`src/hw/rtl/dglp_pkg.sv`:
```
// Shared constants, record codes and types of the DIMACS graph line parser.
package dglp_pkg;

  // Fixed widths of the result fields.
  localparam int OUT_VERTEX_W = 24;
  localparam int OUT_COUNT_W  = 32;
  localparam int OUT_COST_W   = 32;

  // Default internal widths handed to the top level parameters.
  localparam int DEF_VERTEX_BITS     = 24;
  localparam int DEF_COST_BITS       = 32;
  localparam int DEF_EDGE_COUNT_BITS = 32;

  // Record kinds.
  localparam logic [1:0] KIND_PROBLEM = 2'd0;
  localparam logic [1:0] KIND_EDGE    = 2'd1;
  localparam logic [1:0] KIND_WARNING = 2'd2;
  localparam logic [1:0] KIND_ERROR   = 2'd3;

  // Status codes.
  localparam logic [3:0] ST_OK          = 4'd0;
  localparam logic [3:0] ST_EMPTY_LINE  = 4'd1;
  localparam logic [3:0] ST_EDGE_EARLY  = 4'd2;
  localparam logic [3:0] ST_EXTRA_EDGE  = 4'd3;
  localparam logic [3:0] ST_EDGE_SYNTAX = 4'd4;
  localparam logic [3:0] ST_PROB_REPEAT = 4'd5;
  localparam logic [3:0] ST_PROB_SYNTAX = 4'd6;
  localparam logic [3:0] ST_UNKNOWN     = 4'd7;
  localparam logic [3:0] ST_NO_PROBLEM  = 4'd8;
  localparam logic [3:0] ST_FEW_EDGES   = 4'd9;

  // Characters of the file format.
  localparam logic [7:0] CH_NEWLINE = 8'd10;
  localparam logic [7:0] CH_SPACE   = 8'h20;
  localparam logic [7:0] CH_A       = 8'h61;
  localparam logic [7:0] CH_C       = 8'h63;
  localparam logic [7:0] CH_P       = 8'h70;
  localparam logic [7:0] CH_S       = 8'h73;
  localparam logic [7:0] CH_0       = 8'h30;
  localparam logic [7:0] CH_9       = 8'h39;

  // One result record as it leaves the block.
  typedef struct packed {
    logic [1:0]              record_kind;
    logic [3:0]              status_code;
    logic [OUT_VERTEX_W-1:0] src_vertex;
    logic [OUT_VERTEX_W-1:0] dst_vertex;
    logic [OUT_COST_W-1:0]   edge_cost;
    logic [OUT_VERTEX_W-1:0] vertex_total;
    logic [OUT_COUNT_W-1:0]  edge_total;
    logic [OUT_COST_W-1:0]   max_cost;
    logic [OUT_COST_W-1:0]   min_cost;
    logic                    final_record;
  } rec_t;

  // Records produced by one byte, handed from the parser to the output queue.
  typedef struct packed {
    logic [1:0] cnt;
    rec_t       rec0;
    rec_t       rec1;
  } push_t;

endpackage

```
`src/hw/rtl/dglp_chan_if.sv`:
```
// Valid/ready channel interfaces for the byte input and the record output.
interface dglp_in_if import dglp_pkg::*; ();
  logic       valid;
  logic       ready;
  logic [7:0] char_byte;
  logic       end_of_file;

  modport source (output valid, char_byte, end_of_file, input ready);
  modport sink   (input valid, char_byte, end_of_file, output ready);
endinterface

interface dglp_out_if import dglp_pkg::*; ();
  logic                    valid;
  logic                    ready;
  logic [1:0]              record_kind;
  logic [3:0]              status_code;
  logic [OUT_VERTEX_W-1:0] src_vertex;
  logic [OUT_VERTEX_W-1:0] dst_vertex;
  logic [OUT_COST_W-1:0]   edge_cost;
  logic [OUT_VERTEX_W-1:0] vertex_total;
  logic [OUT_COUNT_W-1:0]  edge_total;
  logic [OUT_COST_W-1:0]   max_cost;
  logic [OUT_COST_W-1:0]   min_cost;
  logic                    final_record;

  modport source (output valid, record_kind, status_code, src_vertex, dst_vertex, edge_cost,
                  vertex_total, edge_total, max_cost, min_cost, final_record,
                  input ready);
  modport sink   (input valid, record_kind, status_code, src_vertex, dst_vertex, edge_cost,
                  vertex_total, edge_total, max_cost, min_cost, final_record,
                  output ready);
endinterface

```
`src/hw/rtl/dglp_outq.sv`:
```
// Two-entry record queue: takes up to two records per cycle, hands out one.
module dglp_outq import dglp_pkg::*; (
  input  logic       clk,
  input  logic       rst_n,
  input  push_t      push,
  input  logic       pop,
  output rec_t       head,
  output logic       head_valid,
  output logic [1:0] room
);

  rec_t       q0_r, q1_r, q0_nxt, q1_nxt;
  logic [1:0] cnt_r, cnt_nxt, cnt_left;

  assign head       = q0_r;
  assign head_valid = (cnt_r != 2'd0);
  assign cnt_left   = cnt_r - {1'b0, pop};
  assign room       = 2'd2 - cnt_left;

  always_comb begin
    q0_nxt  = pop ? q1_r : q0_r;
    q1_nxt  = q1_r;
    cnt_nxt = cnt_left + push.cnt;
    if (cnt_left == 2'd0) begin
      q0_nxt = push.rec0;
      q1_nxt = push.rec1;
    end else if (cnt_left == 2'd1) begin
      q1_nxt = push.rec0;
    end
  end

  always_ff @(posedge clk) begin
    if (!rst_n) begin
      cnt_r <= 2'd0;
    end else begin
      cnt_r <= cnt_nxt;
    end
  end

  always_ff @(posedge clk) begin
    q0_r <= q0_nxt;
    q1_r <= q1_nxt;
  end

endmodule

```
`src/hw/rtl/dglp_core.sv`:
```
// Line parser state and per-byte decode; produces up to two records per byte.
module dglp_core import dglp_pkg::*; #(
  parameter int VERTEX_BITS     = DEF_VERTEX_BITS,
  parameter int COST_BITS       = DEF_COST_BITS,
  parameter int EDGE_COUNT_BITS = DEF_EDGE_COUNT_BITS
) (
  input  logic       clk,
  input  logic       rst_n,
  input  logic       item_valid,
  input  logic [7:0] char_byte,
  input  logic       end_of_file,
  input  logic       go,
  output push_t      push
);

  localparam int VB    = VERTEX_BITS;
  localparam int CB    = COST_BITS;
  localparam int EB    = EDGE_COUNT_BITS;
  localparam int ACC_W = (VB > CB) ? ((VB > EB) ? VB : EB) : ((CB > EB) ? CB : EB);

  localparam logic [2:0] LT_NONE    = 3'd0;
  localparam logic [2:0] LT_EDGE    = 3'd1;
  localparam logic [2:0] LT_PROB    = 3'd2;
  localparam logic [2:0] LT_COMMENT = 3'd3;
  localparam logic [2:0] LT_OTHER   = 3'd4;

  localparam logic [2:0] FP_VERT2 = 3'd2;
  localparam logic [2:0] FP_COST  = 3'd3;
  localparam logic [2:0] FP_PNUM  = 3'd4;
  localparam logic [2:0] FP_PEDGE = 3'd5;

  localparam logic [7:0] SP_TAG [4] = '{CH_SPACE, CH_S, CH_P, CH_SPACE};

  logic [2:0]       lt_r, lt_nxt, fp_r, fp_nxt;
  logic [ACC_W-1:0] acc_r, acc_nxt;
  logic             ds_r, ds_nxt, lf_r, lf_nxt, halt_r, halt_nxt;
  logic [VB-1:0]    hf_r, hf_nxt, ht_r, ht_nxt, dv_r, dv_nxt;
  logic [EB-1:0]    de_r, de_nxt, es_r, es_nxt;
  logic [CB-1:0]    ch_r, ch_nxt, cl_r, cl_nxt;

  logic             is_digit, is_nl, feed_do, fin_do, eof_do;
  logic [3:0]       dig;
  logic [ACC_W+3:0] acc_x10;
  logic             ovf_v, ovf_c, ovf_e;
  logic             fin_emit, fin_edge, fin_err, chk_emit;
  logic [1:0]       fin_kind;
  logic [3:0]       fin_stat, chk_stat;
  logic [CB-1:0]    cost_v;
  rec_t             rec_a, rec_b;

  assign is_digit = (char_byte >= CH_0) && (char_byte <= CH_9);
  assign dig      = is_digit ? 4'(char_byte - CH_0) : 4'd0;
  assign is_nl    = (char_byte == CH_NEWLINE);
  assign cost_v   = acc_r[CB-1:0];

  // Next decimal value and its range checks against each field width.
  assign acc_x10 = {1'b0, acc_r, 3'b000} + {3'b000, acc_r, 1'b0} + (ACC_W+4)'(dig);
  assign ovf_v   = (acc_x10 >> VB) != '0;
  assign ovf_c   = (acc_x10 >> CB) != '0;
  assign ovf_e   = (acc_x10 >> EB) != '0;

  assign feed_do = item_valid && !halt_r && !end_of_file && !is_nl;
  assign fin_do  = item_valid && !halt_r && (end_of_file ? (lt_r != LT_NONE) : is_nl);
  assign eof_do  = item_valid && !halt_r && end_of_file;

  always_comb begin
    lt_nxt   = lt_r;
    fp_nxt   = fp_r;
    acc_nxt  = acc_r;
    ds_nxt   = ds_r;
    lf_nxt   = lf_r;
    hf_nxt   = hf_r;
    ht_nxt   = ht_r;
    dv_nxt   = dv_r;
    de_nxt   = de_r;
    es_nxt   = es_r;
    ch_nxt   = ch_r;
    cl_nxt   = cl_r;
    halt_nxt = halt_r;
    fin_emit = 1'b0;
    fin_edge = 1'b0;
    fin_kind = KIND_WARNING;
    fin_stat = ST_OK;

    if (feed_do) begin
      priority if (lt_r == LT_NONE) begin
        fp_nxt  = 3'd0;
        acc_nxt = '0;
        ds_nxt  = 1'b0;
        lf_nxt  = 1'b0;
        lt_nxt  = (char_byte == CH_A) ? LT_EDGE :
                  (char_byte == CH_P) ? LT_PROB :
                  (char_byte == CH_C) ? LT_COMMENT : LT_OTHER;
      end else if (lf_r || lt_r == LT_COMMENT || lt_r == LT_OTHER) begin
        lf_nxt = lf_r;
      end else if (lt_r == LT_EDGE) begin
        priority if (fp_r == 3'd0) begin
          if (char_byte == CH_SPACE) fp_nxt = 3'd1;
          else lf_nxt = 1'b1;
        end else if (fp_r <= FP_VERT2) begin
          priority if (is_digit) begin
            if (ovf_v) begin
              lf_nxt = 1'b1;
            end else begin
              acc_nxt = acc_x10[ACC_W-1:0];
              ds_nxt  = 1'b1;
            end
          end else if (char_byte == CH_SPACE) begin
            if (acc_r == '0 || acc_r > ACC_W'(dv_r)) begin
              lf_nxt = 1'b1;
            end else begin
              if (fp_r == FP_VERT2) ht_nxt = acc_r[VB-1:0] - 1'b1;
              else hf_nxt = acc_r[VB-1:0] - 1'b1;
              fp_nxt  = fp_r + 3'd1;
              acc_nxt = '0;
              ds_nxt  = 1'b0;
            end
          end else begin
            lf_nxt = 1'b1;
          end
        end else begin
          if (is_digit && !ovf_c) begin
            acc_nxt = acc_x10[ACC_W-1:0];
            ds_nxt  = 1'b1;
          end else begin
            lf_nxt = 1'b1;
          end
        end
      end else begin
        // Problem line: fixed " sp " tag, vertex count, then edge count.
        priority if (fp_r < FP_PNUM) begin
          if (char_byte == SP_TAG[fp_r[1:0]]) fp_nxt = fp_r + 3'd1;
          else lf_nxt = 1'b1;
        end else if (fp_r == FP_PNUM) begin
          priority if (is_digit) begin
            if (ovf_v) begin
              lf_nxt = 1'b1;
            end else begin
              acc_nxt = acc_x10[ACC_W-1:0];
              ds_nxt  = 1'b1;
            end
          end else if (char_byte == CH_SPACE && acc_r != '0) begin
            hf_nxt  = acc_r[VB-1:0];
            fp_nxt  = FP_PEDGE;
            acc_nxt = '0;
            ds_nxt  = 1'b0;
          end else begin
            lf_nxt = 1'b1;
          end
        end else begin
          if (is_digit && !ovf_e) begin
            acc_nxt = acc_x10[ACC_W-1:0];
            ds_nxt  = 1'b1;
          end else begin
            lf_nxt = 1'b1;
          end
        end
      end
    end

    if (fin_do) begin
      unique case (lt_r)
        LT_NONE: begin
          fin_emit = 1'b1;
          fin_stat = ST_EMPTY_LINE;
        end
        LT_COMMENT: begin
          fin_emit = 1'b0;
        end
        LT_OTHER: begin
          fin_emit = 1'b1;
          fin_stat = ST_UNKNOWN;
        end
        LT_EDGE: begin
          fin_emit = 1'b1;
          priority if (dv_r == '0) begin
            fin_kind = KIND_ERROR;
            fin_stat = ST_EDGE_EARLY;
          end else if (es_r >= de_r) begin
            fin_stat = ST_EXTRA_EDGE;
          end else if (lf_r || fp_r != FP_COST || !ds_r) begin
            fin_kind = KIND_ERROR;
            fin_stat = ST_EDGE_SYNTAX;
          end else begin
            fin_kind = KIND_EDGE;
            fin_edge = 1'b1;
            es_nxt   = es_r + 1'b1;
            if (cost_v > ch_r) ch_nxt = cost_v;
            if (cost_v < cl_r) cl_nxt = cost_v;
          end
        end
        default: begin
          fin_emit = 1'b1;
          priority if (dv_r != '0) begin
            fin_stat = ST_PROB_REPEAT;
          end else if (lf_r || fp_r != FP_PEDGE || !ds_r || acc_r == '0) begin
            fin_kind = KIND_ERROR;
            fin_stat = ST_PROB_SYNTAX;
          end else begin
            fin_kind = KIND_PROBLEM;
            dv_nxt   = hf_r;
            de_nxt   = acc_r[EB-1:0];
          end
        end
      endcase
      lt_nxt  = LT_NONE;
      fp_nxt  = 3'd0;
      acc_nxt = '0;
      ds_nxt  = 1'b0;
      lf_nxt  = 1'b0;
    end

    fin_err  = fin_emit && (fin_kind == KIND_ERROR);
    chk_emit = eof_do && !fin_err && (dv_nxt == '0 || es_nxt < de_nxt);
    chk_stat = (dv_nxt == '0) ? ST_NO_PROBLEM : ST_FEW_EDGES;
    if (fin_err || eof_do) halt_nxt = 1'b1;
  end

  // Records carry the totals and cost extremes as they stand after this byte.
  always_comb begin
    rec_a.record_kind  = fin_kind;
    rec_a.status_code  = fin_stat;
    rec_a.src_vertex   = fin_edge ? OUT_VERTEX_W'(hf_r) : '0;
    rec_a.dst_vertex   = fin_edge ? OUT_VERTEX_W'(ht_r) : '0;
    rec_a.edge_cost    = fin_edge ? OUT_COST_W'(cost_v) : '0;
    rec_a.vertex_total = OUT_VERTEX_W'(dv_nxt);
    rec_a.edge_total   = OUT_COUNT_W'(de_nxt);
    rec_a.max_cost     = OUT_COST_W'(ch_nxt);
    rec_a.min_cost     = OUT_COST_W'(cl_nxt);
    rec_a.final_record = !chk_emit;

    rec_b              = rec_a;
    rec_b.record_kind  = KIND_ERROR;
    rec_b.status_code  = chk_stat;
    rec_b.src_vertex   = '0;
    rec_b.dst_vertex   = '0;
    rec_b.edge_cost    = '0;
    rec_b.final_record = 1'b1;

    push.cnt  = {1'b0, fin_emit} + {1'b0, chk_emit};
    push.rec0 = fin_emit ? rec_a : rec_b;
    push.rec1 = rec_b;
  end

  always_ff @(posedge clk) begin
    if (!rst_n) begin
      lt_r   <= LT_NONE;
      fp_r   <= 3'd0;
      acc_r  <= '0;
      ds_r   <= 1'b0;
      lf_r   <= 1'b0;
      hf_r   <= '0;
      ht_r   <= '0;
      dv_r   <= '0;
      de_r   <= '0;
      es_r   <= '0;
      ch_r   <= '0;
      cl_r   <= '1;
      halt_r <= 1'b0;
    end else if (go) begin
      lt_r   <= lt_nxt;
      fp_r   <= fp_nxt;
      acc_r  <= acc_nxt;
      ds_r   <= ds_nxt;
      lf_r   <= lf_nxt;
      hf_r   <= hf_nxt;
      ht_r   <= ht_nxt;
      dv_r   <= dv_nxt;
      de_r   <= de_nxt;
      es_r   <= es_nxt;
      ch_r   <= ch_nxt;
      cl_r   <= cl_nxt;
      halt_r <= halt_nxt;
    end
  end

endmodule

```
`src/hw/rtl/dimacs_graph_line_parser_unit.sv`:
```
// Top level of the DIMACS shortest-path graph line parser.
//
//   Channel   Direction  Beat carries
//   in_bus    in         one file byte (char_byte) or an end-of-file mark
//   out_bus   out        one problem, edge, warning or error record
//
// A byte is taken into an input register, decoded there against the line state,
// and its records land in a two-entry output queue. With the output side ready
// the unit takes one byte every cycle; the first record of a byte passes the
// input register and then the queue register before it shows on the output port.
// The queue depth sets the stall behavior: a byte waits in the input register
// only while its records do not fit in the queue.
// The synchronous active-low reset returns the parser to the start of a file.
// After an error record or end of file, bytes are still taken but give nothing.
module dimacs_graph_line_parser_unit import dglp_pkg::*; #(
  parameter int VERTEX_BITS     = DEF_VERTEX_BITS,
  parameter int COST_BITS       = DEF_COST_BITS,
  parameter int EDGE_COUNT_BITS = DEF_EDGE_COUNT_BITS
) (
  input  logic       clk,
  input  logic       rst_n,
  dglp_in_if.sink    in_bus,
  dglp_out_if.source out_bus
);

  // Input register: holds the byte being decoded.
  logic       s1_v_r, s1_v_nxt;
  logic [7:0] s1_byte_r;
  logic       s1_eof_r;

  logic       in_take, go, pop, head_valid;
  logic [1:0] room;
  push_t      push;
  rec_t       head;

  // The byte leaves the input register once all its records fit in the queue,
  // counting the slot that the output side frees in this cycle.
  assign go        = s1_v_r && (push.cnt <= room);
  assign in_take   = in_bus.valid && in_bus.ready;
  assign s1_v_nxt  = in_take || (s1_v_r && !go);
  assign in_bus.ready = !s1_v_r || go;

  always_ff @(posedge clk) begin
    if (!rst_n) begin
      s1_v_r <= 1'b0;
    end else begin
      s1_v_r <= s1_v_nxt;
    end
  end

  always_ff @(posedge clk) begin
    if (in_take) begin
      s1_byte_r <= in_bus.char_byte;
      s1_eof_r  <= in_bus.end_of_file;
    end
  end

  dglp_core #(
    .VERTEX_BITS     (VERTEX_BITS),
    .COST_BITS       (COST_BITS),
    .EDGE_COUNT_BITS (EDGE_COUNT_BITS)
  ) u_core (
    .clk         (clk),
    .rst_n       (rst_n),
    .item_valid  (s1_v_r),
    .char_byte   (s1_byte_r),
    .end_of_file (s1_eof_r),
    .go          (go),
    .push        (push)
  );

  // Records reach the queue only when their byte actually moves on.
  push_t push_q;
  always_comb begin
    push_q     = push;
    push_q.cnt = go ? push.cnt : 2'd0;
  end

  assign pop = head_valid && out_bus.ready;

  dglp_outq u_outq (
    .clk        (clk),
    .rst_n      (rst_n),
    .push       (push_q),
    .pop        (pop),
    .head       (head),
    .head_valid (head_valid),
    .room       (room)
  );

  assign out_bus.valid        = head_valid;
  assign out_bus.record_kind  = head.record_kind;
  assign out_bus.status_code  = head.status_code;
  assign out_bus.src_vertex   = head.src_vertex;
  assign out_bus.dst_vertex   = head.dst_vertex;
  assign out_bus.edge_cost    = head.edge_cost;
  assign out_bus.vertex_total = head.vertex_total;
  assign out_bus.edge_total   = head.edge_total;
  assign out_bus.max_cost     = head.max_cost;
  assign out_bus.min_cost     = head.min_cost;
  assign out_bus.final_record = head.final_record;

endmodule

```
`src/flat_wrapper.sv`:
```
// flat-port wrapper written by rule: the top's interface ports become plain ports
module dimacs_graph_line_parser_unit_flat import dglp_pkg::*;
#(
  parameter int VERTEX_BITS     = DEF_VERTEX_BITS,
  parameter int COST_BITS       = DEF_COST_BITS,
  parameter int EDGE_COUNT_BITS = DEF_EDGE_COUNT_BITS
)
  (clk, rst_n, in_bus_valid, in_bus_char_byte, in_bus_end_of_file, in_bus_ready, out_bus_valid, out_bus_record_kind, out_bus_status_code, out_bus_src_vertex, out_bus_dst_vertex, out_bus_edge_cost, out_bus_vertex_total, out_bus_edge_total, out_bus_max_cost, out_bus_min_cost, out_bus_final_record, out_bus_ready);
  dglp_in_if in_bus_i ();
  dglp_out_if out_bus_i ();
  input  logic clk;
  input  logic rst_n;
  input wire logic [$bits(in_bus_i.valid)-1:0] in_bus_valid;
  input wire logic [$bits(in_bus_i.char_byte)-1:0] in_bus_char_byte;
  input wire logic [$bits(in_bus_i.end_of_file)-1:0] in_bus_end_of_file;
  output wire logic [$bits(in_bus_i.ready)-1:0] in_bus_ready;
  output wire logic [$bits(out_bus_i.valid)-1:0] out_bus_valid;
  output wire logic [$bits(out_bus_i.record_kind)-1:0] out_bus_record_kind;
  output wire logic [$bits(out_bus_i.status_code)-1:0] out_bus_status_code;
  output wire logic [$bits(out_bus_i.src_vertex)-1:0] out_bus_src_vertex;
  output wire logic [$bits(out_bus_i.dst_vertex)-1:0] out_bus_dst_vertex;
  output wire logic [$bits(out_bus_i.edge_cost)-1:0] out_bus_edge_cost;
  output wire logic [$bits(out_bus_i.vertex_total)-1:0] out_bus_vertex_total;
  output wire logic [$bits(out_bus_i.edge_total)-1:0] out_bus_edge_total;
  output wire logic [$bits(out_bus_i.max_cost)-1:0] out_bus_max_cost;
  output wire logic [$bits(out_bus_i.min_cost)-1:0] out_bus_min_cost;
  output wire logic [$bits(out_bus_i.final_record)-1:0] out_bus_final_record;
  input wire logic [$bits(out_bus_i.ready)-1:0] out_bus_ready;
  assign in_bus_i.valid = in_bus_valid;
  assign in_bus_i.char_byte = in_bus_char_byte;
  assign in_bus_i.end_of_file = in_bus_end_of_file;
  assign in_bus_ready = in_bus_i.ready;
  assign out_bus_valid = out_bus_i.valid;
  assign out_bus_record_kind = out_bus_i.record_kind;
  assign out_bus_status_code = out_bus_i.status_code;
  assign out_bus_src_vertex = out_bus_i.src_vertex;
  assign out_bus_dst_vertex = out_bus_i.dst_vertex;
  assign out_bus_edge_cost = out_bus_i.edge_cost;
  assign out_bus_vertex_total = out_bus_i.vertex_total;
  assign out_bus_edge_total = out_bus_i.edge_total;
  assign out_bus_max_cost = out_bus_i.max_cost;
  assign out_bus_min_cost = out_bus_i.min_cost;
  assign out_bus_final_record = out_bus_i.final_record;
  assign out_bus_i.ready = out_bus_ready;
  dimacs_graph_line_parser_unit #(.VERTEX_BITS(VERTEX_BITS), .COST_BITS(COST_BITS), .EDGE_COUNT_BITS(EDGE_COUNT_BITS)) u_core (.clk(clk), .rst_n(rst_n), .in_bus(in_bus_i), .out_bus(out_bus_i));
endmodule
```
`config.mk`:
```
export PLATFORM = sky130hd
export DESIGN_NAME = dimacs_graph_line_parser_unit_flat
export DESIGN_NICKNAME = d
export VERILOG_FILES = /design/src/hw/rtl/dglp_pkg.sv /design/src/hw/rtl/dglp_chan_if.sv /design/src/hw/rtl/dglp_outq.sv /design/src/hw/rtl/dglp_core.sv /design/src/hw/rtl/dimacs_graph_line_parser_unit.sv /design/src/flat_wrapper.sv
export SDC_FILE = /design/constraint.sdc
export NUM_CORES = 2
export LEC_CHECK = 0
export BUFFER_PORTS_ARGS = -buffer_cell sky130_fd_sc_hd__buf_2
export CAP_MARGIN = 20
export CORE_MARGIN = 5
export CORE_UTILIZATION = 40
export DETAILED_ROUTE_END_ITERATION = 10
export HOLD_SLACK_MARGIN = 0.05
export SYNTH_ARGS = -nofsm -noshare
export SYNTH_HDL_FRONTEND = slang
export SYNTH_SLANG_ARGS = --single-unit
export TNS_END_PERCENT = 30
```
`constraint.sdc`:
```
create_clock -name clk -period 11.1 [get_ports clk]
set_input_delay 2.22 -clock clk [delete_from_list [all_inputs] [get_ports clk]]
set_output_delay 2.22 -clock clk [all_outputs]
set_load 0.01 [all_outputs]
```
**Yosys cells after proc, flatten, opt, wreduce, memory -nomap -nowiden**

Index checks and enable logic that the tools add are counted.
W data, S select, Z words.

- Reduce and logical (&&, ||, !) cells: 65
- Mux-type cells: 144
- $add $sub $neg: 10
- $lt $le $gt $ge: 11
- Bitwise logic cells: 6
- Eq/ne operators: 37

Operator list:

| cell | number |
|---|---|
| $mux W32 | 38 |
| $mux W207 | 3 |
| $mux W205 | 2 |
| $mux W24 | 17 |
| $mux W3 | 28 |
| $reduce_bool A36 Y1 | 2 |
| $lt A32 B32 Y1 | 2 |
| $logic_not A24 Y1 | 2 |
| $mux W1 | 43 |
| $add A35 B33 Y36 | 1 |
| $add A36 B4 Y36 | 1 |
| $add A32 B1 Y32 const B | 1 |
| $ge A32 B32 Y1 | 1 |
| $gt A32 B24 Y1 | 1 |
| $gt A32 B32 Y1 | 1 |
| $logic_not A32 Y1 | 1 |
| $reduce_bool A32 Y1 | 1 |
| $eq A8 B7 Y1 const B | 3 |
| $reduce_bool A24 Y1 | 1 |
| $sub A24 B1 Y24 const B | 1 |
| $reduce_and A11 Y1 | 2 |
| $bmux W8 S2 | 1 |
| $mux W8 | 2 |
| $logic_and A1 B1 Y1 | 15 |
| other kinds (53) | 103 |

- Bits in registers: 667
- Output and inout port bits: 209

**Longest topological paths before layout**

- Depth in word-level cells: 19
- Mapped depth: 39
- Mapped depth without buffers: 35

**By module**

Synthesis repeated with hierarchy kept, for this count alone.

- Cell total of the unflattened synthesis: 3578
- Area total of the unflattened synthesis: 39376.5 um^2

Modules (own cells, without submodules):

| module | sequential area each (um^2) | cells each | instances | area an instance (um^2) |
|---|---|---|---|---|
| dglp_core | 4824.6 | 2661 | 1 | 20549.7 |
| dglp_outq | 12472.0 | 892 | 1 | 18422.7 |
| dimacs_graph_line_parser_unit | 290.3 | 25 | 1 | 404.1 |

**Worst setup path after synthesis**

Ideal clock, no wire load.

- Kind: register to output
- Start: register u_core.u_core.acc_r[0]
- End: output in_bus_ready
- Stages on the path, launching flop included: 29
- Arrival time: 5.625 ns
- Buffers on the path: 4
- Setup slack: 3.255 ns
- Cells stage by stage: dfxtp_1 -> clkbuf_1 -> inv_1 -> ha_1 -> nor3b_1 -> nand4_1 -> or4_4 -> and4_4 -> buf_6 -> buf_6 -> buf_6 -> mux2i_4 -> ha_1 -> a21o_1 -> a21o_1 -> a21o_1 -> a21oi_1 -> nor2b_1 -> o21ai_0 -> a31oi_1 -> nor2_1 -> o21ai_1 -> a221oi_1 -> ha_1 -> ha_1 -> nor2b_1 -> o21ai_0 -> inv_1 -> nand2_1

- Cells in the longest elaborated chain, start to end: 15
- Elaborated cells between the ends (all ways): 26
- Those cells by class: add/sub (1); order compare (2); eq/ne (1); mux (12); reduce/logical (10)

Ends and longest elaborated chain:

| what | line | text |
|---|---|---|
| from (decl) | dglp_core.sv:35 | `logic [ACC_W-1:0] acc_r, acc_nxt;` |
| from (signal assigned) | dglp_core.sv:263 | `acc_r <= acc_nxt;` |
| branches (longest 10 deep; another with $lt A32 B32 Y1) | - |  |
| $logic_and A1 B1 Y1 * | dglp_core.sv:214 | `chk_emit = eof_do && !fin_err && (dv_nxt == '0 \|\| es_nxt < de_nxt);` |
| $add A1 B1 Y2 * | dglp_core.sv:240 | `push.cnt = {1'b0, fin_emit} + {1'b0, chk_emit};` |
| $le A2 B2 Y1 * | dimacs_graph_line_parser_unit.sv:38 | `assign go = s1_v_r && (push.cnt <= room);` |
| $logic_and A1 B1 Y1 * | dimacs_graph_line_parser_unit.sv:38 |  |
| $logic_or A1 B1 Y1 * | dimacs_graph_line_parser_unit.sv:41 | `assign in_bus.ready = !s1_v_r \|\| go;` |
| to (decl) | flat_wrapper.sv:16 | `output wire logic [$bits(in_bus_i.ready)-1:0] in_bus_ready;` |

Every way passes the cells marked *.

**Final worst setup path**

Ends and elaborated chain as after synthesis.

==> summary.md <==
| Metric | Value |
|---|---|
| Outcome | finished clean |
| MaxCap Viol Count | 0 |
| H-tree depth | 3 |
| Pre-CTS WS | 2.22 ns |
| Pwr dens | 239 nW/um2 |
| CTS tree | done |
| Hold Crit Class | flop to flop |
| Reg clk slew, reported paths | roughly 0.060 ns |
| Routed wire length | between 90 and 100 mm |
| Routed Antenna Nets | 0 |
| Clk sink count | 667 |
| Vias in the first global route | between 20000 and 30000 |
| Maximum VDD drop | 0.364 mV |
| Drt wl/cell | 19.7 um |
| Final setup vio count | 0 |
| Hold slack final | 0.454 ns |
| Antenna cells | 0 |
| Port bufs | 221 |
| Net Switching | 3.56 mW |
| Ys async rst share | 0% |
| Gpl congestion | 0.888 |
| CP max stage delay | 0.67 ns |
| Layout cell share with drive strength beyond 1 | 11.9% |
| Number of enable flip-flop cells after synthesis | 340 |
| Layout area overhead | 13.5% |
| Crit path max fanout | 41 |
| Via count | 26900 |
| Sequential Power Share | 39.8% |
| Post-synth top area share | 28.9% |
| Sw Ratio | 37.1% |
| GRT Overall Usage | 20.3% |
| Chip width | approximately 310 um |
| Final worst-path cycle share | 86.2% |
| Gate count of the mapped netlist | 3689 |
| Part of the power in combinational logic | 32.5% |
| Die ar. | 94400 um2 |
| Clock share of power | 27.7% |
| Initial drt markers | 1914 |
| Crit path DAT | 7.35 ns |
| WP data required | between 8 and 9 ns |
| DR pass1 iterations | 5 |
| Std cell rows | 109 |
| CTS hold repair buffers | 0 |
| Critical path class | flop to output port |
| Detailed-placement wirelength estimate | 67.9 mm |
| Syn nets | 3933 |
| Post_cts resized | 0 |
| Finished Cell Area | 40100 um2 |
| Total gr overflow | 0 |
| Pins Over Slew Limit | 0 |
| Worst rel slew slack | roughly a quarter |
| Seq/Total Area, Yosys | 47.4% |
| Clock skew | 0.0364 ns |
| Dominant cell type by area after synthesis | edfxtp_1 |
| Cell internal pwr | about 6.0 mW |
| Fmax | 105 MHz |
| #FFs+latches synth | 667 |
| Drt drc | 0 |
| Initial antenna violation count | 1 |
| Post-synthesis cell type count | 83 |
| Final Util | 45.6% |
| Most used cell, CP | ha_1 |
| Root buf cell | clkbuf_16 |
| Layout Cells excl Fill | 5035 |
| Ports | between 200 and 250 |
| Setup TNS | 0 ns |
| Static Leakage | 17.0 nW |
| RSZ-0062 raised after global routing | false |
| Yosys Warn Count | 0 |
| Final hold viol count | 0 |
| Placed inst area | 37400 um2 |
| Vias/cell | 5.33 |
| First-pass GRT wire length | about 150 mm |
| CP endpoint kind | output port |
| Largest net degree at the start of global routing | 224 |
| Worst setup margin | 1.53 ns |
| Final Power | 9.59 mW |
| # Post-CTS Setup Buffers | 0 |
| Slew of the pin with the lowest slew margin | between 1 and 1.5 ns |
| Dpl cells | between 4000 and 5000 |
| Mean Syn Cell Area | 9.58 um2 |
| Syn Std Cell Area | 35300 um2 |
| Crit start category | flop |
| Nets@finish | 4051 |
| Die Ht | 307 um |
| Core Area | 88000 um2 |
| Initial Utilization | 40.2% |
| Final min period | ~9.6 ns |
| Ys flop type | edfxtp_1 |
| Total CTS buffers | around 80 |
| Synth area leaders | edfxtp_1 (29%), dfxtp_1 (19%), ha_1 (8.1%), a21oi_1 (4.8%), mux2i_1 (4.7%) |
| CTS Buffer Depth | 3 |
| Clk_lat worst skew | 0.64 ns |
| Critical Path Slowest Stage Cell | or4_4 |
==> state kept, by name, summed over array words and instances, names as in the netlist <==
name	count
u_core.s1_byte_r	8
u_core.s1_eof_r	1
u_core.s1_v_r	1
u_core.u_core.acc_r	32
u_core.u_core.ch_r	32
u_core.u_core.cl_r	32
u_core.u_core.de_r	32
u_core.u_core.ds_r	1
u_core.u_core.dv_r	24
u_core.u_core.es_r	32
u_core.u_core.fp_r	3
u_core.u_core.halt_r	1
u_core.u_core.hf_r	24
u_core.u_core.ht_r	24
u_core.u_core.lf_r	1
u_core.u_core.lt_r	3
u_core.u_outq.cnt_r	2
u_core.u_outq.head	207
u_core.u_outq.q1_r	207
==> worst max-delay path: cells and delay by family (launching register included) <==
family	cells	cell delay, ns
AO/OA/AOI/OAI	8	1.65
AND/OR/NAND/NOR	7	2.27
flip-flops	1	0.30
adder cells (fa/ha/maj)	4	1.09
buffers and inverters	5	1.08
multiplexers	1	0.30
==> kinds of logic (layout without fill, tap and decap cells) <==
family	count (synthesis)	after routing	share of synthesized area, %
mux	185	185	5.75
simple gates	1212	1212	16.7
xor+xnor	131	131	3.25
buf+inv	494	675	5.53
compound gates	769	769	13.1
flops	667	667	47.4
fa+ha+maj	231	231	8.22
==> synth_stat cells (all sizes together), types with 46 or more instances <==
cell    count
xnor2      78
o21ai     171
ha        229
edfxtp    340
nand2     244
nand3     193
buf        59
a21oi     336
inv       251
nor3       58
nor2      340
nand4      48
mux2i     181
a21o       60
clkbuf    184
dfxtp     327
nor2b      93
xor2       53
o211ai     46
nand2b     98
==> path summary, 6_finish.rpt <==
path / cells past startpoint / startpoint / to / slack, ns
setup / recovery: 25 / u_core.u_core.acc_r[0] / in_bus_ready / 1.53
hold / removal: 2 / u_core.u_core.ds_r / u_core.u_core.ds_r / 0.45
setup reg to reg: 29 / u_core.u_core.acc_r[0] / u_core.u_core.ht_r[10] / 2.42
hold reg to reg: 2 / u_core.u_core.ds_r / u_core.u_core.ds_r / 0.45
==> power groups by stage <==
| stage | Clock [mW] | Combinational (mW) | Sequential, mW |
|---|---|---|---|
| floorplan | 0 | 1.86 | 4.10 |
| finish | 2.66 | 3.12 | 3.82 |
| detailed placement | 0 | 3.17 | 3.87 |
| global route | 2.83 | 3.44 | 3.88 |
| global placement | 0 | 3.14 | 3.87 |
| CTS | 2.73 | 3.18 | 3.83 |
==> per-layer routing <==
| metal | wire length, um | GRT usage [%] | vias up |
|---|---|---|---|
| li1 | - | - | 13200 |
| met1 | 46400 | 28.8 | 12800 |
| met5 | 13 | 0 | - |
| met2 | 45400 | 32.9 | 691 |
| met4 | 2030 | 5.15 | 2 |
| met3 | 5280 | 2.94 | 122 |
==> placed cells by master, fill, tap and decap left out, drive strengths merged, types with 98 or more instances in the layout <==
cell,Yosys,routed
a21oi,336,336
buf,59,281
dfxtp,327,327
edfxtp,340,340
ha,229,229
inv,251,256
mux2i,181,181
nand2,244,244
nand2b,98,98
nand3,193,193
nor2,340,340
o21ai,171,171
==> cell type report <==
cell class | count | area [um2]
multi-input cells | 2528 | 16700
flip-flops and latches | 667 | 16800
clock buffers | 90 | 2070
clock inverters | 53 | 582
repair buffers | 281 | 1600
well taps | 1165 | 1460
inverters | 251 | 945
fillers | 8412 | 47900
(Power assumes the default switching activity.)
